$ cat src/rtl/core/bba_pkg.sv
// ----------------------------------------------------------------------------
// bba_pkg
// Shared types, codes and constants of the bitmap block allocator.
// ----------------------------------------------------------------------------
package bba_pkg;

    // Default sizes
    localparam int NUM_BLOCKS_DEF = 256;
    localparam int MAX_RUN_DEF    = 64;

    // Fixed field widths
    localparam int SHIFT_W   = 4;
    localparam int SIZE_W    = 16;
    localparam int IN_IDX_W  = 8;
    localparam int STATUS_W  = 3;
    localparam int OUT_CNT_W = 9;
    localparam int NEED_W    = 7;    // holds any run length up to 64 blocks
    localparam int S_TDATA_W = 24;   // size_bytes, block_index
    localparam int M_TDATA_W = 24;   // status, granted_index, free_count, pad

    localparam logic [SHIFT_W-1:0] SHIFT_RST = 4'd4;

    // Command queue depth
    localparam int QUEUE_DEPTH = 2;

    // Result status codes
    typedef enum logic [STATUS_W-1:0] {
        STAT_OK     = 3'd0,
        STAT_OOM    = 3'd1,
        STAT_ZERO   = 3'd2,
        STAT_BIG    = 3'd3,
        STAT_DOUBLE = 3'd4
    } result_code_t;

    // Command kind decided by the front end
    typedef enum logic [1:0] {
        KIND_ALLOC,
        KIND_FREE,
        KIND_ZERO,
        KIND_BIG
    } kind_t;

    // One classified command
    typedef struct packed {
        kind_t                kind;
        logic [NEED_W-1:0]    needed;
        logic [IN_IDX_W-1:0]  block_index;
    } cmd_t;

    // Back-end sequencer states
    typedef enum logic [1:0] {
        BK_IDLE,
        BK_SEARCH,
        BK_POP,
        BK_SEND
    } back_state_t;

endpackage

$ cat src/rtl/core/bba_front.sv
// ----------------------------------------------------------------------------
// bba_front
// Holds the block size register and classifies each incoming item.
// ----------------------------------------------------------------------------
module bba_front #(
    parameter int MAX_RUN = bba_pkg::MAX_RUN_DEF
) (
    input  logic                          aclk,
    input  logic                          aresetn,
    input  logic                          cfg_wr_en,
    input  logic [bba_pkg::SHIFT_W-1:0]   cfg_wr_data,
    input  logic [bba_pkg::S_TDATA_W-1:0] s_tdata,
    input  logic                          s_tuser,
    output bba_pkg::cmd_t                 cmd
);

    logic [bba_pkg::SHIFT_W-1:0]  shift_reg;
    logic [bba_pkg::SIZE_W-1:0]   size_bytes;
    logic [bba_pkg::IN_IDX_W-1:0] block_index;
    logic [bba_pkg::SIZE_W:0]     frac_mask;
    logic [bba_pkg::SIZE_W-1:0]   need_full;

    // Block size register
    always_ff @(posedge aclk) begin
        if (!aresetn) begin
            shift_reg <= bba_pkg::SHIFT_RST;
        end else if (cfg_wr_en) begin
            shift_reg <= cfg_wr_data;
        end
    end

    assign size_bytes  = s_tdata[bba_pkg::SIZE_W-1:0];
    assign block_index = s_tdata[bba_pkg::SIZE_W +: bba_pkg::IN_IDX_W];

    // Round the byte size up to whole blocks
    assign frac_mask = ((bba_pkg::SIZE_W+1)'(1) << shift_reg) - (bba_pkg::SIZE_W+1)'(1);
    assign need_full = (size_bytes >> shift_reg)
                     + bba_pkg::SIZE_W'(|(size_bytes & frac_mask[bba_pkg::SIZE_W-1:0]));

    // Classify
    always_comb begin
        cmd.needed      = bba_pkg::NEED_W'(need_full);
        cmd.block_index = block_index;
        if (s_tuser) begin
            cmd.kind = bba_pkg::KIND_FREE;
        end else if (size_bytes == '0) begin
            cmd.kind = bba_pkg::KIND_ZERO;
        end else if (32'(need_full) > 32'(MAX_RUN)) begin
            cmd.kind = bba_pkg::KIND_BIG;
        end else begin
            cmd.kind = bba_pkg::KIND_ALLOC;
        end
    end

endmodule

$ cat src/rtl/core/bba_queue.sv
// ----------------------------------------------------------------------------
// bba_queue
// Short command queue between the front end and the back end.
// ----------------------------------------------------------------------------
module bba_queue (
    input  logic          aclk,
    input  logic          aresetn,
    input  logic          wr_valid,
    output logic          wr_ready,
    input  bba_pkg::cmd_t wr_cmd,
    output logic          rd_valid,
    input  logic          rd_pop,
    output bba_pkg::cmd_t rd_cmd
);

    localparam int PTR_W = (bba_pkg::QUEUE_DEPTH > 1) ? $clog2(bba_pkg::QUEUE_DEPTH) : 1;
    localparam int CNT_W = $clog2(bba_pkg::QUEUE_DEPTH + 1);

    bba_pkg::cmd_t    entry_reg [bba_pkg::QUEUE_DEPTH];
    logic [PTR_W-1:0] wr_ptr_reg, wr_ptr_next;
    logic [PTR_W-1:0] rd_ptr_reg, rd_ptr_next;
    logic [CNT_W-1:0] fill_reg, fill_next;
    logic             do_wr, do_rd;

    assign wr_ready = (fill_reg != CNT_W'(bba_pkg::QUEUE_DEPTH));
    assign rd_valid = (fill_reg != '0);
    assign rd_cmd   = entry_reg[rd_ptr_reg];
    assign do_wr    = wr_valid && wr_ready;
    assign do_rd    = rd_pop && rd_valid;

    // Pointer and fill updates
    always_comb begin
        wr_ptr_next = wr_ptr_reg;
        rd_ptr_next = rd_ptr_reg;
        if (do_wr) begin
            wr_ptr_next = (32'(wr_ptr_reg) == bba_pkg::QUEUE_DEPTH - 1) ? '0
                        : wr_ptr_reg + PTR_W'(1);
        end
        if (do_rd) begin
            rd_ptr_next = (32'(rd_ptr_reg) == bba_pkg::QUEUE_DEPTH - 1) ? '0
                        : rd_ptr_reg + PTR_W'(1);
        end
        fill_next = fill_reg + CNT_W'(do_wr) - CNT_W'(do_rd);
    end

    always_ff @(posedge aclk) begin
        if (!aresetn) begin
            wr_ptr_reg <= '0;
            rd_ptr_reg <= '0;
            fill_reg   <= '0;
        end else begin
            wr_ptr_reg <= wr_ptr_next;
            rd_ptr_reg <= rd_ptr_next;
            fill_reg   <= fill_next;
        end
    end

    // Entry storage
    always_ff @(posedge aclk) begin
        if (do_wr) begin
            entry_reg[wr_ptr_reg] <= wr_cmd;
        end
    end

endmodule

$ cat src/rtl/core/bba_back.sv
// ----------------------------------------------------------------------------
// bba_back
// Availability bitmap, free count, block search, index stack and result
// register. Carries out one queued command at a time.
// ----------------------------------------------------------------------------
module bba_back #(
    parameter int NUM_BLOCKS = bba_pkg::NUM_BLOCKS_DEF,
    parameter int MAX_RUN    = bba_pkg::MAX_RUN_DEF
) (
    input  logic                          aclk,
    input  logic                          aresetn,
    input  logic                          q_valid,
    output logic                          q_pop,
    input  bba_pkg::cmd_t                 q_cmd,
    output logic                          m_tvalid,
    input  logic                          m_tready,
    output logic [bba_pkg::M_TDATA_W-1:0] m_tdata,
    output logic                          m_tlast
);

    localparam int IDX_W = $clog2(NUM_BLOCKS);
    localparam int CNT_W = $clog2(NUM_BLOCKS + 1);
    localparam int SP_W  = $clog2(MAX_RUN + 1);
    localparam int AW    = (MAX_RUN > 1) ? $clog2(MAX_RUN) : 1;
    localparam int PAD_W = bba_pkg::M_TDATA_W - bba_pkg::STATUS_W
                         - bba_pkg::IN_IDX_W - bba_pkg::OUT_CNT_W;

    bba_pkg::back_state_t state_reg, state_next;

    logic [NUM_BLOCKS-1:0]     avail_reg;
    logic [CNT_W-1:0]          count_reg, count_next;
    logic [bba_pkg::NEED_W-1:0] remain_reg, remain_next;
    logic [SP_W-1:0]           sp_reg, sp_next, sp_dec;
    logic [IDX_W-1:0]          stack_mem [MAX_RUN];
    logic [IDX_W-1:0]          rd_data_reg;

    // Result register
    logic                          m_valid_reg, m_valid_next;
    bba_pkg::result_code_t         o_status_reg;
    logic [bba_pkg::IN_IDX_W-1:0]  o_index_reg;
    logic                          o_last_reg;
    logic [bba_pkg::OUT_CNT_W-1:0] o_count_reg;

    // Control from the output decoder
    logic                          out_ready;
    logic                          out_load;
    bba_pkg::result_code_t         out_status;
    logic [bba_pkg::IN_IDX_W-1:0]  out_index;
    logic                          out_last;
    logic [CNT_W-1:0]              out_count;
    logic                          set_en, clr_en, push_en, pop_rd;
    logic [IDX_W-1:0]              pe_idx;
    logic [IDX_W-1:0]              free_idx;
    logic                          free_bad;

    assign out_ready = !m_valid_reg || m_tready;
    assign sp_dec    = sp_reg - SP_W'(1);
    assign free_idx  = IDX_W'(q_cmd.block_index);
    assign free_bad  = (32'(q_cmd.block_index) >= NUM_BLOCKS) || avail_reg[free_idx];

    // Lowest free block
    always_comb begin
        pe_idx = '0;
        for (int i = NUM_BLOCKS - 1; i >= 0; i--) begin
            if (avail_reg[i]) begin
                pe_idx = IDX_W'(i);
            end
        end
    end

    // Next state
    always_comb begin
        state_next = state_reg;
        case (state_reg)
            bba_pkg::BK_IDLE: begin
                if (q_valid && out_ready && q_cmd.kind == bba_pkg::KIND_ALLOC &&
                    32'(q_cmd.needed) <= 32'(count_reg)) begin
                    state_next = bba_pkg::BK_SEARCH;
                end
            end
            bba_pkg::BK_SEARCH: begin
                if (remain_reg == bba_pkg::NEED_W'(1)) begin
                    state_next = bba_pkg::BK_POP;
                end
            end
            bba_pkg::BK_POP: begin
                state_next = bba_pkg::BK_SEND;
            end
            bba_pkg::BK_SEND: begin
                if (out_ready) begin
                    state_next = (sp_reg == '0) ? bba_pkg::BK_IDLE : bba_pkg::BK_POP;
                end
            end
            default: begin
                state_next = bba_pkg::BK_IDLE;
            end
        endcase
    end

    // Outputs and datapath control
    always_comb begin
        q_pop       = 1'b0;
        out_load    = 1'b0;
        out_status  = bba_pkg::STAT_OK;
        out_index   = '0;
        out_last    = 1'b1;
        out_count   = count_reg;
        set_en      = 1'b0;
        clr_en      = 1'b0;
        push_en     = 1'b0;
        pop_rd      = 1'b0;
        count_next  = count_reg;
        remain_next = remain_reg;
        sp_next     = sp_reg;
        case (state_reg)
            bba_pkg::BK_IDLE: begin
                if (q_valid && out_ready) begin
                    q_pop = 1'b1;
                    case (q_cmd.kind)
                        bba_pkg::KIND_ZERO: begin
                            out_load   = 1'b1;
                            out_status = bba_pkg::STAT_ZERO;
                        end
                        bba_pkg::KIND_BIG: begin
                            out_load   = 1'b1;
                            out_status = bba_pkg::STAT_BIG;
                        end
                        bba_pkg::KIND_FREE: begin
                            out_load  = 1'b1;
                            out_index = q_cmd.block_index;
                            if (free_bad) begin
                                out_status = bba_pkg::STAT_DOUBLE;
                            end else begin
                                set_en     = 1'b1;
                                count_next = count_reg + CNT_W'(1);
                                out_count  = count_next;
                            end
                        end
                        bba_pkg::KIND_ALLOC: begin
                            if (32'(q_cmd.needed) > 32'(count_reg)) begin
                                out_load   = 1'b1;
                                out_status = bba_pkg::STAT_OOM;
                            end else begin
                                remain_next = q_cmd.needed;
                                sp_next     = '0;
                            end
                        end
                        default: begin
                            out_load = 1'b0;
                        end
                    endcase
                end
            end
            bba_pkg::BK_SEARCH: begin
                clr_en      = 1'b1;
                push_en     = 1'b1;
                count_next  = count_reg - CNT_W'(1);
                remain_next = remain_reg - bba_pkg::NEED_W'(1);
                sp_next     = sp_reg + SP_W'(1);
            end
            bba_pkg::BK_POP: begin
                pop_rd  = 1'b1;
                sp_next = sp_dec;
            end
            bba_pkg::BK_SEND: begin
                if (out_ready) begin
                    out_load  = 1'b1;
                    out_index = bba_pkg::IN_IDX_W'(rd_data_reg);
                    out_last  = (sp_reg == '0);
                end
            end
            default: begin
                out_load = 1'b0;
            end
        endcase
    end

    // Control registers and bitmap
    always_ff @(posedge aclk) begin
        if (!aresetn) begin
            state_reg  <= bba_pkg::BK_IDLE;
            avail_reg  <= '1;
            count_reg  <= CNT_W'(NUM_BLOCKS);
            remain_reg <= '0;
            sp_reg     <= '0;
        end else begin
            state_reg  <= state_next;
            count_reg  <= count_next;
            remain_reg <= remain_next;
            sp_reg     <= sp_next;
            if (set_en) begin
                avail_reg[free_idx] <= 1'b1;
            end
            if (clr_en) begin
                avail_reg[pe_idx] <= 1'b0;
            end
        end
    end

    // Found-index stack, emptied in reverse order
    always_ff @(posedge aclk) begin
        if (push_en) begin
            stack_mem[sp_reg[AW-1:0]] <= pe_idx;
        end
        if (pop_rd) begin
            rd_data_reg <= stack_mem[sp_dec[AW-1:0]];
        end
    end

    // Result register
    always_comb begin
        if (out_load) begin
            m_valid_next = 1'b1;
        end else if (m_tready) begin
            m_valid_next = 1'b0;
        end else begin
            m_valid_next = m_valid_reg;
        end
    end

    always_ff @(posedge aclk) begin
        if (!aresetn) begin
            m_valid_reg <= 1'b0;
        end else begin
            m_valid_reg <= m_valid_next;
        end
    end

    always_ff @(posedge aclk) begin
        if (out_load) begin
            o_status_reg <= out_status;
            o_index_reg  <= out_index;
            o_last_reg   <= out_last;
            o_count_reg  <= bba_pkg::OUT_CNT_W'(out_count);
        end
    end

    assign m_tvalid = m_valid_reg;
    assign m_tlast  = o_last_reg;
    assign m_tdata  = {PAD_W'(0), o_count_reg, o_index_reg, o_status_reg};

`ifndef SYNTH
    // Free count never exceeds the pool
    a_count_range: assert property (@(posedge aclk) disable iff (!aresetn)
        32'(count_reg) <= NUM_BLOCKS)
        else $error("free count above pool size");

    // A search step always lands on a free block
    a_search_hit: assert property (@(posedge aclk) disable iff (!aresetn)
        (state_reg == bba_pkg::BK_SEARCH) |-> avail_reg[pe_idx])
        else $error("search with no free block");

    // Last search step hands over to the stack read
    a_search_end: assert property (@(posedge aclk) disable iff (!aresetn)
        (state_reg == bba_pkg::BK_SEARCH && remain_reg == bba_pkg::NEED_W'(1))
        |=> (state_reg == bba_pkg::BK_POP))
        else $error("search did not end after last block");

    // Result register only loads when it is free or being drained
    a_load_ok: assert property (@(posedge aclk) disable iff (!aresetn)
        out_load |-> out_ready)
        else $error("result overwritten");

    // A freed block is visible as free on the next cycle
    a_free_set: assert property (@(posedge aclk) disable iff (!aresetn)
        set_en |=> avail_reg[$past(free_idx)])
        else $error("freed block not marked");
`endif

endmodule

$ cat src/rtl/core/bitmap_block_allocator_unit.sv
// ----------------------------------------------------------------------------
// bitmap_block_allocator_unit
// Bitmap free-block allocator: allocates runs of the lowest free blocks and
// returns single blocks to the pool.
// ----------------------------------------------------------------------------
// Usage:
//   Input stream s_*: tuser selects the operation (0 allocate, 1 free),
//   tdata carries size_bytes and block_index, tlast marks the end of a freed
//   run and is informational. Result stream m_*: one item per result, tlast
//   on the final result of each input item.
//   cfg_wr_en/cfg_wr_data set log2 of the block size; write only when idle.
// Flow and throughput:
//   Items pass a two-entry command queue. A free, zero-size, too-large or
//   out-of-memory item is popped and its result loaded into the result
//   register, and the back end retires one such item per cycle while the
//   result register is free or draining. An allocation of n blocks runs a
//   priority-encoder search over the bitmap, one block per cycle, then pops
//   the index stack through its single read port (POP, then SEND) per result.
// Reset:
//   Every block free, count = NUM_BLOCKS, block shift 4, queue empty.
// Stall:
//   A stalled m_tready holds the result register; the back end waits, the
//   queue fills and s_tready drops when it is full.
// ----------------------------------------------------------------------------
module bitmap_block_allocator_unit #(
    parameter int NUM_BLOCKS = bba_pkg::NUM_BLOCKS_DEF,
    parameter int MAX_RUN    = bba_pkg::MAX_RUN_DEF
) (
    input  logic                          aclk,
    input  logic                          aresetn,
    input  logic                          cfg_wr_en,
    input  logic [bba_pkg::SHIFT_W-1:0]   cfg_wr_data,   // block_shift
    input  logic                          s_tvalid,
    output logic                          s_tready,
    input  logic [bba_pkg::S_TDATA_W-1:0] s_tdata,       // size_bytes, block_index
    input  logic                          s_tuser,       // operation
    input  logic                          s_tlast,       // run_last
    output logic                          m_tvalid,
    input  logic                          m_tready,
    output logic [bba_pkg::M_TDATA_W-1:0] m_tdata,       // status, granted_index,
                                                         // free_count, zero pad
    output logic                          m_tlast        // last
);

    bba_pkg::cmd_t front_cmd;
    bba_pkg::cmd_t head_cmd;
    logic          head_valid;
    logic          head_pop;

    // Freed-run marker carries no work here
    logic          run_last_unused;
    assign run_last_unused = s_tlast;

    bba_front #(
        .MAX_RUN (MAX_RUN)
    ) u_front (
        .aclk        (aclk),
        .aresetn     (aresetn),
        .cfg_wr_en   (cfg_wr_en),
        .cfg_wr_data (cfg_wr_data),
        .s_tdata     (s_tdata),
        .s_tuser     (s_tuser),
        .cmd         (front_cmd)
    );

    bba_queue u_queue (
        .aclk     (aclk),
        .aresetn  (aresetn),
        .wr_valid (s_tvalid),
        .wr_ready (s_tready),
        .wr_cmd   (front_cmd),
        .rd_valid (head_valid),
        .rd_pop   (head_pop),
        .rd_cmd   (head_cmd)
    );

    bba_back #(
        .NUM_BLOCKS (NUM_BLOCKS),
        .MAX_RUN    (MAX_RUN)
    ) u_back (
        .aclk     (aclk),
        .aresetn  (aresetn),
        .q_valid  (head_valid),
        .q_pop    (head_pop),
        .q_cmd    (head_cmd),
        .m_tvalid (m_tvalid),
        .m_tready (m_tready),
        .m_tdata  (m_tdata),
        .m_tlast  (m_tlast)
    );

endmodule
$ cat config.mk
export PLATFORM = sky130hd
export DESIGN_NAME = bitmap_block_allocator_unit
export DESIGN_NICKNAME = d
export VERILOG_FILES = /design/src/rtl/core/bba_pkg.sv /design/src/rtl/core/bba_front.sv /design/src/rtl/core/bba_queue.sv /design/src/rtl/core/bba_back.sv /design/src/rtl/core/bitmap_block_allocator_unit.sv
export SDC_FILE = /design/constraint.sdc
export NUM_CORES = 2
export LEC_CHECK = 0
export BUFFER_PORTS_ARGS = -buffer_cell sky130_fd_sc_hd__buf_2
export CORE_MARGIN = 3
export CORE_UTILIZATION = 59
export CTS_BUF_LIST = sky130_fd_sc_hd__clkbuf_4 sky130_fd_sc_hd__clkbuf_8
export CTS_CLUSTER_DIAMETER = 120
export DETAILED_ROUTE_END_ITERATION = 7
export PLACE_DENSITY_LB_ADDON = 0.05
export SYNTH_ARGS = -nofsm -noshare
export SYNTH_HDL_FRONTEND = slang
export SYNTH_SLANG_ARGS = --single-unit
$ cat constraint.sdc
create_clock -name aclk -period 5.66 [get_ports aclk]
set_clock_uncertainty 0.2 [all_clocks]
set_input_delay 1.132 -clock aclk [delete_from_list [all_inputs] [get_ports aclk]]
set_output_delay 1.132 -clock aclk [all_outputs]
set_load 0.02 [all_outputs]
==> results.sh <==
export IMPL_status="finished clean"
export IMPL_fmax_mhz=190
export IMPL_largest_register_ffs=512
export IMPL_fin_ws_ns=0.409
export IMPL_netlist_area_leader_share=0.414
export IMPL_clock_path_buffers=3
export IMPL_syn_inst=3431
export IMPL_fp_coreArea_um2=69300
export IMPL_wire_per_inst_um=29.4
export IMPL_cp_common_cell="buf_4"
export IMPL_period_minus_slack_ns=5.25
export IMPL_worst_pin_slew_ns=1.30
export IMPL_worstHoldStart="u_back.remain_reg[1]"
export IMPL_ys_seq_area_frac=0.553
export IMPL_insertion_delay_ns=0.81
export IMPL_antenna_found_initial=4
export IMPL_leakagePower_nw=15.1
export IMPL_ctsHoldBuffers=0
export IMPL_worstPathCellList="buf_4 > mux2_2 > nor2_1 > buf_4 > o211ai_1 > o2111ai_1 > nand3_1 > a311oi_1 > buf_4 > nor4b_4 > buf_12 > a2111oi_4 > buf_4 > a211oi_1 > a31oi_1"
export IMPL_cpMaxStageDelayCell="a2111oi_4"
export IMPL_drt_iter0_markers=4902
export IMPL_hold_class="reg -> reg"
export IMPL_cts_max_level=4
export IMPL_whs_ns=0.276
export IMPL_dieArea_um2=74000
export IMPL_die_height_um=272
export IMPL_critPathCaptureType="flop"
export IMPL_yosys_most_used_dff="edfxtp_1"
export IMPL_drc=0
export IMPL_syn_avg_cell_area_um2=12.2
export IMPL_synth_largest_area_cell="edfxtp_1"
export IMPL_clkTransAtPathRegs_ns=0.06
export IMPL_die_x_um=272
export IMPL_synth_distinct_cells=87
export IMPL_fin_cells=4576
export IMPL_cts_buffers=146
export IMPL_min_to="u_back.remain_reg[1]"
export IMPL_nets=3580
export IMPL_rows=96
export IMPL_start_util=0.602
export IMPL_port_buffers=56
export IMPL_rsz0062_at_grt="false"
export IMPL_dp_hpwl_um=87600
export IMPL_r2r_end="u_back.avail_reg[135]"
export IMPL_ys_async_sr_fraction=0
export IMPL_ant_nets=0
export IMPL_grt_pass1_vias=31600
export IMPL_globalRouteOverflowTotal=0
export IMPL_yosys_warnings=0
export IMPL_slew_violations=0
export IMPL_cts_root_buf="clkbuf_8"
export IMPL_area_delta_synth_final_pct=11.4
export IMPL_ctsResizeCount=0
export IMPL_placedCellCount=4306
export IMPL_grt_usage=0.362
export IMPL_cts_tree="yes"
export IMPL_r2r_setup_slack_ns=0.41
export IMPL_setup_tns_ns=0
export IMPL_relSlewSlack=0.128
export IMPL_max_stage_delay_ns=0.89
export IMPL_pre_cts_ws_ns=0.638
export IMPL_powerDensity_nw_per_um2=353
export IMPL_fin_crit_sh=0.928
export IMPL_drt_pass1_iter_count=8
export IMPL_ios=62
export IMPL_power_mw=16.4
export IMPL_final_fill_count=5133
export IMPL_cts_sinks=866
export IMPL_fin_util=0.671
export IMPL_max_cap_violations=0
export IMPL_vias=33100
export IMPL_routabilityCongestion=1.02
export IMPL_grt_max_degree=194
export IMPL_post_cts_buffers=0
export IMPL_synthTopCellsByCount="edfxtp_1, a21oi_1, dfxtp_1, nor2_1, nand2_1"
export IMPL_avgViaCountPerCell=7.23
export IMPL_startpoint_type="flop"
export IMPL_path_class="reg -> reg"
export IMPL_fin_area_um2=46500
export IMPL_drive_above_1_share=0.194
export IMPL_setup_violations=0
export IMPL_arrival_ns=5.77
export IMPL_min_path_cells=2
export IMPL_reg2reg_depth=15
export IMPL_synth_edf_count=575
export IMPL_ys_seq_elements=866
export IMPL_drt_total_wl_um=135000
export IMPL_yosysMostFrequentCell="edfxtp_1"
export IMPL_ys_top_cells_by_area="edfxtp_1, dfxtp_1, mux4_2, a21oi_1, a311oi_1"
export IMPL_placed_cell_area_um2=43500
export IMPL_worstPathRequired_ns=6.18
export IMPL_max_vdd_ir_drop_mv=0.256
export IMPL_grt_pass1_wl_um=201000
export IMPL_synthesis_area_um2=41800
export IMPL_path_max_fanout=26
export IMPL_finalHoldViolations=0
worst max path at each step:
stage	from	end	slack [ns]
6_report	flop	u_back.avail_reg[135]	0.41
5_1_grt	flop	u_back.avail_reg[119]	0.33
3_5_place_dp	flop	u_back.avail_reg[119]	0.64
4_1_cts	flop	u_back.avail_reg[125]	0.61
3_3_place_gp	flop	u_back.avail_reg[107]	0.72
2_1_floorplan	u_back.avail_reg[248]	u_back.avail_reg[228]	0.26
cell families (layout without fill, tap and decap cells):
group | after synthesis | count (layout) | synth area share
other cells | 1 | 8 | 0.0000898
xor+xnor | 26 | 26 | 0.00545
compound gates | 951 | 951 | 0.160
buf+inv | 325 | 532 | 0.0330
mux | 286 | 286 | 0.133
flops | 866 | 866 | 0.553
fa+ha+maj | 22 | 22 | 0.00659
simple gates | 954 | 954 | 0.110
layout by cell type (no fill, tap or decap), drive strengths merged, types with 9 or more instances in the layout:
cell,n
edfxtp,575
or4,12
a311oi,151
or3,18
nor2b,16
nand3,73
o21a,23
clkinv,49
a21oi,309
ha,22
o21ai,70
nand2,214
nor4,97
inv,105
a211oi,136
a31oi,66
o31ai,17
o211ai,25
nand4,29
xor2,9
a2111oi,13
mux2i,58
mux4,212
a221oi,13
xnor2,17
clkbuf,197
o2111ai,13
and2,23
nor3,98
a22oi,11
nand2b,26
dfxtp,291
and3,25
nor2,291
buf,173
mux2,16
cell type report:
cell class | count | area (um2) | area share
inverter | 93 | 357 | 0.00767
antenna | 4 | 10.0 | 0.000215
clock inverter | 69 | 583 | 0.0125
sequential | 866 | 23100 | 0.497
tap | 931 | 1160 | 0.0250
multi-input combinational | 2243 | 17500 | 0.376
clock buffer | 197 | 2450 | 0.0527
timing repair buffer | 173 | 1350 | 0.0289
critical path: cells and delay by family, from the launching register on:
kind / cells / cell delay, ns
AOI/OAI and AO/OA: 6 / 1.79
buffers and inverters: 5 / 1.47
DFF: 1 / 0.59
muxes: 1 / 0.47
and+or+nand+nor: 3 / 0.60
metal layers:
| metal | track usage | wire [um] |
|---|---|---|
| met3 | 0.0714 | 13700 |
| met5 | 0 | 30 |
| met4 | 0.229 | 9980 |
| met1 | 0.471 | 48700 |
| met2 | 0.563 | 62200 |
power breakdown:
| part | leakage [nW] | internal (mW) | switching (mW) |
|---|---|---|---|
| Combinational | 5.57 | 1.04 | 2.43 |
| Clock | 1.60 | 3.11 | 2.66 |
| Sequential | 7.95 | 7.01 | 0.178 |
| Total | 15.1 | 11.2 | 5.27 |
(Power assumes the default switching activity.)
